<file path="config.mk">
export PLATFORM = sky130hd
export DESIGN_NAME = modem_connect_handshake_fsm
export DESIGN_NICKNAME = d
export VERILOG_FILES = /design/src/mchs_pkg.sv /design/src/modem_connect_handshake_fsm.sv
export SDC_FILE = /design/constraint.sdc
export NUM_CORES = 1
export LEC_CHECK = 0
export ABC_AREA = 1
export BUFFER_PORTS_ARGS = -buffer_cell sky130_fd_sc_hd__buf_2
export CAP_MARGIN = 20
export CORE_MARGIN = 2
export CORE_UTILIZATION = 40
export CTS_BUF_LIST = sky130_fd_sc_hd__clkbuf_8 sky130_fd_sc_hd__clkbuf_16
export DETAILED_ROUTE_END_ITERATION = 8
export PLACE_DENSITY = 0.71
export SYNTH_ARGS = -nofsm -noshare
export SYNTH_HDL_FRONTEND = slang
export SYNTH_SLANG_ARGS = --single-unit
</file>
<file path="constraint.sdc">
create_clock -name clk -period 3.6 [get_ports clk]
set_input_delay 0.36 -clock clk [delete_from_list [all_inputs] [get_ports clk]]
set_output_delay 0.36 -clock clk [all_outputs]
set_load 0.02 [all_outputs]
</file>
<file path="src/mchs_pkg.sv">
// ----------------------------------------------------------------------------
// mchs_pkg: modem connect handshake sequencer definitions
// Field widths, register indexes, and codes for phases, events,
// link actions, timer commands and done status.
// ----------------------------------------------------------------------------
package mchs_pkg;

	localparam int CMD_W    = 3;
	localparam int PHASE_W  = 3;
	localparam int RETRY_W  = 5;
	localparam int MAXR_W   = 4;
	localparam int TMR_W    = 16;
	localparam int LACT_W   = 3;
	localparam int TACT_W   = 2;
	localparam int DONE_W   = 2;
	localparam int CFGIDX_W = 2;
	localparam int CFGDAT_W = 16;

	// register indexes
	localparam logic [CFGIDX_W-1:0] REG_MAX_RETRIES     = 2'd0;
	localparam logic [CFGIDX_W-1:0] REG_CONNECT_TIMEOUT = 2'd1;
	localparam logic [CFGIDX_W-1:0] REG_ABSORB_TIMEOUT  = 2'd2;

	localparam logic [MAXR_W-1:0] MAX_RETRIES_RST     = 4'd3;
	localparam logic [TMR_W-1:0]  CONNECT_TIMEOUT_RST = 16'd1000;
	localparam logic [TMR_W-1:0]  ABSORB_TIMEOUT_RST  = 16'd200;

	localparam logic [RETRY_W-1:0] RETRY_SAT = 5'd31;

	// phases
	localparam logic [PHASE_W-1:0] PH_CLOSED  = 3'd0;
	localparam logic [PHASE_W-1:0] PH_WAITACK = 3'd1;
	localparam logic [PHASE_W-1:0] PH_RECEIVE = 3'd2;
	localparam logic [PHASE_W-1:0] PH_STATUS  = 3'd3;
	localparam logic [PHASE_W-1:0] PH_ADDRESS = 3'd4;
	localparam logic [PHASE_W-1:0] PH_VERSION = 3'd5;
	localparam logic [PHASE_W-1:0] PH_RESET   = 3'd6;

	// events
	localparam logic [CMD_W-1:0] EV_OPEN    = 3'd0;
	localparam logic [CMD_W-1:0] EV_TIMEOUT = 3'd1;
	localparam logic [CMD_W-1:0] EV_ACK     = 3'd2;
	localparam logic [CMD_W-1:0] EV_RXMSG   = 3'd3;
	localparam logic [CMD_W-1:0] EV_STATUS  = 3'd4;
	localparam logic [CMD_W-1:0] EV_ADDRESS = 3'd5;
	localparam logic [CMD_W-1:0] EV_VERSION = 3'd6;

	// link actions
	localparam logic [LACT_W-1:0] LA_NONE    = 3'd0;
	localparam logic [LACT_W-1:0] LA_OPEN    = 3'd1;
	localparam logic [LACT_W-1:0] LA_RESET   = 3'd2;
	localparam logic [LACT_W-1:0] LA_STATUS  = 3'd3;
	localparam logic [LACT_W-1:0] LA_ADDRESS = 3'd4;
	localparam logic [LACT_W-1:0] LA_VERSION = 3'd5;
	localparam logic [LACT_W-1:0] LA_CONNECT = 3'd6;
	localparam logic [LACT_W-1:0] LA_CLOSE   = 3'd7;

	// timer commands
	localparam logic [TACT_W-1:0] TA_KEEP    = 2'd0;
	localparam logic [TACT_W-1:0] TA_STOP    = 2'd1;
	localparam logic [TACT_W-1:0] TA_CONNECT = 2'd2;
	localparam logic [TACT_W-1:0] TA_ABSORB  = 2'd3;

	// done status
	localparam logic [DONE_W-1:0] DONE_NONE = 2'd0;
	localparam logic [DONE_W-1:0] DONE_OK   = 2'd1;
	localparam logic [DONE_W-1:0] DONE_ERR  = 2'd2;

	function automatic logic [RETRY_W-1:0] sat_inc(input logic [RETRY_W-1:0] v);
		sat_inc = (v == RETRY_SAT) ? RETRY_SAT : v + 1'b1;
	endfunction

endpackage

</file>
<file path="src/modem_connect_handshake_fsm.sv">
// ----------------------------------------------------------------------------
// modem_connect_handshake_fsm: serial modem connect handshake sequencer
// Each accepted input's result is loaded into the output register.
// Throughput: one event per cycle while the output is not stalled; the phase/retry
// update and the result decode sit in one combinational pass ahead of the output register.
// Reset: phase closed, retry count zero, registers at their defaults
// (max_retries 3, connect_timeout 1000, absorb_timeout 200), output empty.
// ----------------------------------------------------------------------------
module modem_connect_handshake_fsm (
	input  logic                            clk,
	input  logic                            arst_n,
	input  logic                            in_valid,
	output logic                            in_stall,
	input  logic [mchs_pkg::CMD_W-1:0]      cmd,
	input  logic                            link_open,
	input  logic                            open_failed,
	output logic                            out_valid,
	input  logic                            out_stall,
	output logic [mchs_pkg::LACT_W-1:0]     link_action,
	output logic [mchs_pkg::TACT_W-1:0]     timer_action,
	output logic [mchs_pkg::TMR_W-1:0]      timer_load,
	output logic [mchs_pkg::DONE_W-1:0]     done_code,
	output logic [mchs_pkg::PHASE_W-1:0]    state_now,
	input  logic                            cfg_we,
	input  logic [mchs_pkg::CFGIDX_W-1:0]   cfg_index,
	input  logic [mchs_pkg::CFGDAT_W-1:0]   cfg_data
);
	import mchs_pkg::*;

	logic [MAXR_W-1:0]  max_retries_q;
	logic [TMR_W-1:0]   connect_timeout_q;
	logic [TMR_W-1:0]   absorb_timeout_q;
	logic [PHASE_W-1:0] phase_q;
	logic [RETRY_W-1:0] retry_q;
	logic               out_valid_q;
	logic [LACT_W-1:0]  link_action_q;
	logic [TACT_W-1:0]  timer_action_q;
	logic [TMR_W-1:0]   timer_load_q;
	logic [DONE_W-1:0]  done_code_q;

	logic               accept;
	logic [PHASE_W-1:0] phase_nx;
	logic [RETRY_W-1:0] retry_nx;
	logic [RETRY_W-1:0] retry_inc;
	logic [RETRY_W-1:0] max_ext;
	logic [LACT_W-1:0]  la;
	logic [TACT_W-1:0]  ta;
	logic [DONE_W-1:0]  done;
	logic [TMR_W-1:0]   load;
	logic               absorb_ev;

	// output register frees up as it is taken, so input flows every cycle unless the output stalls
	assign in_stall = out_valid_q & out_stall;
	assign accept   = in_valid & ~in_stall;

	assign max_ext   = {1'b0, max_retries_q};
	assign retry_inc = sat_inc(retry_q);
	assign absorb_ev = (cmd == EV_ACK) || (cmd == EV_RXMSG);

	always_comb begin
		phase_nx = phase_q;
		retry_nx = retry_q;
		la       = LA_NONE;
		ta       = TA_KEEP;
		done     = DONE_NONE;
		case (phase_q)
			PH_CLOSED: begin
				if (cmd == EV_OPEN) begin
					la = LA_OPEN;
					if (open_failed) begin
						done = DONE_ERR;
					end else begin
						phase_nx = PH_WAITACK;
						ta       = TA_CONNECT;
					end
				end
			end
			PH_WAITACK: begin
				if (cmd == EV_ACK) begin
					retry_nx = '0;
					phase_nx = PH_RECEIVE;
					ta       = TA_CONNECT;
				end else if (cmd == EV_TIMEOUT) begin
					if (retry_q < max_ext) begin
						if (!link_open)
							la = LA_OPEN;
						ta = TA_CONNECT;
					end else if (retry_q == max_ext) begin
						la       = LA_RESET;
						ta       = TA_CONNECT;
						phase_nx = PH_RESET;
					end else begin
						// past the reset attempt: give up, timer left running
						la   = LA_CLOSE;
						done = DONE_ERR;
					end
					retry_nx = retry_inc;
				end
			end
			PH_RECEIVE: begin
				if (absorb_ev) begin
					ta = TA_ABSORB;
				end else if (cmd == EV_TIMEOUT) begin
					retry_nx = '0;
					la       = LA_STATUS;
					phase_nx = PH_STATUS;
					ta       = TA_CONNECT;
				end
			end
			PH_STATUS, PH_ADDRESS: begin
				if (absorb_ev) begin
					retry_nx = '0;
					ta       = TA_ABSORB;
				end else if (cmd == EV_TIMEOUT) begin
					retry_nx = retry_inc;
					if (retry_q < max_ext) begin
						la = (phase_q == PH_STATUS) ? LA_STATUS : LA_ADDRESS;
						ta = TA_CONNECT;
					end else begin
						la   = LA_CLOSE;
						ta   = TA_STOP;
						done = DONE_ERR;
					end
				end else if (phase_q == PH_STATUS && cmd == EV_STATUS) begin
					la       = LA_ADDRESS;
					phase_nx = PH_ADDRESS;
					ta       = TA_CONNECT;
				end else if (phase_q == PH_ADDRESS && cmd == EV_ADDRESS) begin
					retry_nx = '0;
					la       = LA_VERSION;
					phase_nx = PH_VERSION;
					ta       = TA_CONNECT;
				end
			end
			PH_VERSION: begin
				if (absorb_ev) begin
					retry_nx = '0;
					ta       = TA_ABSORB;
				end else if (cmd == EV_VERSION) begin
					retry_nx = '0;
					ta       = TA_STOP;
					done     = DONE_OK;
				end else if (cmd == EV_TIMEOUT) begin
					// compare uses the already incremented count
					if (retry_inc < max_ext) begin
						retry_nx = retry_inc;
						la       = LA_VERSION;
						ta       = TA_CONNECT;
					end else begin
						retry_nx = '0;
						ta       = TA_STOP;
						done     = DONE_OK;
					end
				end
			end
			PH_RESET: begin
				if (cmd == EV_TIMEOUT) begin
					la       = LA_CONNECT;
					phase_nx = PH_WAITACK;
					ta       = TA_CONNECT;
				end
			end
			default: begin
			end
		endcase
	end

	always_comb begin
		case (ta)
			TA_CONNECT: load = connect_timeout_q;
			TA_ABSORB:  load = absorb_timeout_q;
			default:    load = '0;
		endcase
	end

	always_ff @(posedge clk or negedge arst_n) begin
		if (!arst_n) begin
			max_retries_q     <= MAX_RETRIES_RST;
			connect_timeout_q <= CONNECT_TIMEOUT_RST;
			absorb_timeout_q  <= ABSORB_TIMEOUT_RST;
		end else if (cfg_we) begin
			case (cfg_index)
				REG_MAX_RETRIES:     max_retries_q     <= cfg_data[MAXR_W-1:0];
				REG_CONNECT_TIMEOUT: connect_timeout_q <= cfg_data[TMR_W-1:0];
				REG_ABSORB_TIMEOUT:  absorb_timeout_q  <= cfg_data[TMR_W-1:0];
				default: begin
				end
			endcase
		end
	end

	always_ff @(posedge clk or negedge arst_n) begin
		if (!arst_n) begin
			phase_q     <= PH_CLOSED;
			retry_q     <= '0;
			out_valid_q <= 1'b0;
		end else begin
			if (accept) begin
				phase_q <= phase_nx;
				retry_q <= retry_nx;
			end
			if (accept)
				out_valid_q <= 1'b1;
			else if (!out_stall)
				out_valid_q <= 1'b0;
		end
	end

	// result payload, loaded on each transfer in
	always_ff @(posedge clk) begin
		if (accept) begin
			link_action_q  <= la;
			timer_action_q <= ta;
			timer_load_q   <= load;
			done_code_q    <= done;
		end
	end

	assign out_valid    = out_valid_q;
	assign link_action  = link_action_q;
	assign timer_action = timer_action_q;
	assign timer_load   = timer_load_q;
	assign done_code    = done_code_q;
	assign state_now    = phase_q;

	a_reset_phase: assert property (@(posedge clk) disable iff (!arst_n)
		out_valid_q && link_action_q == LA_RESET |-> phase_q == PH_RESET)
		else $error("modem reset issued outside reset phase");

	a_done_ok_version: assert property (@(posedge clk) disable iff (!arst_n)
		out_valid_q && done_code_q == DONE_OK |-> phase_q == PH_VERSION)
		else $error("done-ok outside version phase");

	a_load_zero: assert property (@(posedge clk) disable iff (!arst_n)
		out_valid_q && (timer_action_q == TA_KEEP || timer_action_q == TA_STOP)
		|-> timer_load_q == '0)
		else $error("timer load set without a restart");

	a_hold_state: assert property (@(posedge clk) disable iff (!arst_n)
		!accept |=> $stable(phase_q) && $stable(retry_q))
		else $error("state changed without a transfer");

	a_no_phase7: assert property (@(posedge clk) disable iff (!arst_n)
		phase_q <= PH_RESET)
		else $error("unused phase code reached");

endmodule
</file>
==> metrics.txt <==
Post-Syn Area per Cell=8.68 um^2; # diodes=0; hold_sp=in_valid; worst r2r src=retry_q[0]$_DFFE_PN0P_; setup TNS=0 ps; root buf cell=clkbuf_8; max_cap viols=0; Fin. Hold Viols=0; maximum vdd ir drop=0.000258 V; gr usage total=17.5%; synth-to-layout area growth=18.5%; width of the die=97.8 um; net count after synthesis=441; CORE AREA=8640 um^2; critical path's most frequent cell=nand3_1; sequential share of the synthesized area=52.0%; Antenna Violating Nets Remaining=0; register bit total from synthesis=68; Hold Path Depth=3; # DRC=0; total number of vias=2995; Final Max Slew Viols=0; status=finished clean; global route total overflow=0; DRT Pass-1 Iters=5; Slew @ Worst Pin=830 ps; Lkg Pwr=2.03 nW; CTS clk-pin slew, worst paths=70 ps; Skew-Pair Late Insertion Delay=360 ps; CP Launch Type=flop; Cells after Synth=405; Hold Path Class=in2reg; Via density=5.19; wire length of the first global-routing pass=13.4 mm; Initial Util=40.7%; DIE AREA=9560 um^2; std cell rows=34; Die H=97.8 um; post-synthesis cell area=3520 um^2; Period minus WS final=3070 ps; clock skew=12.6 ps; Reg2Reg Depth=11; # Post-CTS Setup Buffers=0; CP required=3700 ps; Final WS setup=533 ps; final count of negative-setup-slack endpoints=0; Top Ports=56; final wirelength=7.86 mm; Wirelength per Cell=13.6 um; hold_ws=222 ps; Max Freq=0.326 GHz; vias in the first global route=2865; synth unique cells=35; IO Port Bufs=55; total CTS buffers=9; largest net degree at the start of global routing=46; Worst slew margin=44.5%; worst-path cell chain=ha_1 > nand4_1 > nand3_1 > ha_1 > nand3_1 > nor2_1 > nand2_1 > nand3_1 > nand4_2 > nand3_1 > nand2_1; Final nets=500; initial antenna violation count=0; Detail Placement HPWL=5.41 mm; Worst path max stage delay=670 ps; TritonCTS clock tree=done; CTS Sinks=68; Crit Path Max Fanout=33; clk buf depth=2; Crit. End Element=flop; synth warn=0; RSZ-0062 raised after global routing=no; Worst path slowest cell=nand4_2; period utilization=85.2%; Place WS=545 ps; kind of critical path=reg2reg; crit path from=retry_q[0]$_DFFE_PN0P_; routability cong.=0.914; H-tree levels=3; WP data arrival=3170 ps; 1st-iter DRT viols=178; PD cells=690 nW/um^2; layout cells sized above 1=23.2%
[worst max-delay path, delay by kind of cell (launching register included)]
family / cells / cell delay (ps)
DFF: 1 / 430
and+or+nand+nor: 9 / 1770
adders and majority gates: 2 / 590
[metrics by stage]
stage	util [%]	instance area, um^2	instances	total power, mW
after floorplan	-	3520	405	1.88
after global placement	44.8	3870	557	2.10
after detailed placement	44.8	3870	557	2.12
after CTS	47.6	4110	573	2.88
after global routing	48.2	4170	577	3.09
final	48.2	4170	577	2.88
[kinds of logic after synthesis]
logic type,synth area share (%)
buffers and inverters,7.19
AND/OR/NAND/NOR,28.4
adder cells (fa/ha/maj),2.85
AO/OA/AOI/OAI,9.57
flip-flops,52.0
[Yosys cell counts, drive strengths merged]
| master | instances | area [um^2] |
|---|---|---|
| o211ai | 1 | 7.51 |
| a21oi | 6 | 30.0 |
| inv | 48 | 180 |
| or2 | 1 | 6.26 |
| ha | 8 | 100 |
| o22ai | 1 | 6.26 |
| nor3 | 3 | 31.3 |
| nand4 | 24 | 156 |
| nand2 | 95 | 377 |
| dfstp | 11 | 289 |
| o21a | 1 | 7.51 |
| nand3 | 48 | 268 |
| buf | 6 | 46.3 |
| dfrtp | 34 | 851 |
| o21ai | 48 | 244 |
| o31ai | 1 | 7.51 |
| o2111ai | 3 | 26.3 |
| edfxtp | 23 | 691 |
| nor2 | 35 | 159 |
| clkbuf | 7 | 26.3 |
| a211oi | 1 | 7.51 |
[cell usage in the layout (no fill, tap or decap), types with 4 or more instances in the layout]
master    instances
nand4_1          23
dfrtp_1          34
buf_2            55
nor2_1           29
edfxtp_1         23
ha_1              8
inv_1            45
nand3_1          44
o21ai_0          46
clkbuf_8          9
a21oi_1           6
nand2_1          91
inv_2             4
dfstp_2          11
[worst paths after layout]
check	to	slack, ps
setup / recovery	timer_load[12]$_DFFE_PP_	530
hold / removal	out_valid$_DFFE_PN0P_	220
setup reg to reg	timer_load[12]$_DFFE_PP_	530
hold reg to reg	connect_timeout_q[2]$_DFFE_PN0P_	490
max in group asynchronous	connect_timeout_q[8]$_DFFE_PN1P_	2710
min in group asynchronous	retry_q[3]$_DFFE_PN0P_	380
[layout make-up]
type | instances | area, um^2
Fill cell | 818 | 4470
Sequential cell | 68 | 1830
Multi-Input combinational cell | 276 | 1440
Timing Repair Buffer | 61 | 343
Inverter | 48 | 180
Tap cell | 108 | 135
Clock buffer | 9 | 124
Clock inverter | 7 | 118
[registers in the layout, indices dropped and copies added (netlist names)]
signal	cells
absorb_timeout_q	16
connect_timeout_q	16
timer_load	16
retry_q	5
max_retries_q	4
link_action	3
state_now	3
done_code	2
timer_action	2
out_valid	1
[per-layer routing]
metal	share of wire (%)	GRT usage, %	wire [um]
met5	0	0	0
met2	46	27.5	3640
met3	5.4	4.44	422
met1	46	22.9	3620
met4	2.3	8.12	181
[timing repair]
| action | in CTS | in global routing |
|---|---|---|
| resized for setup | 0 | 0 |
| hold buffers | 0 | 1 |
| hold endpoints to repair | 0 | 5 |
[report_power, final]
group          internal (mW)  switching (mW)
sequential             0.977           0.113
clock                  0.458           0.304
combinational          0.315           0.710
No activity file was read; power rests on OpenSTA's default activity.
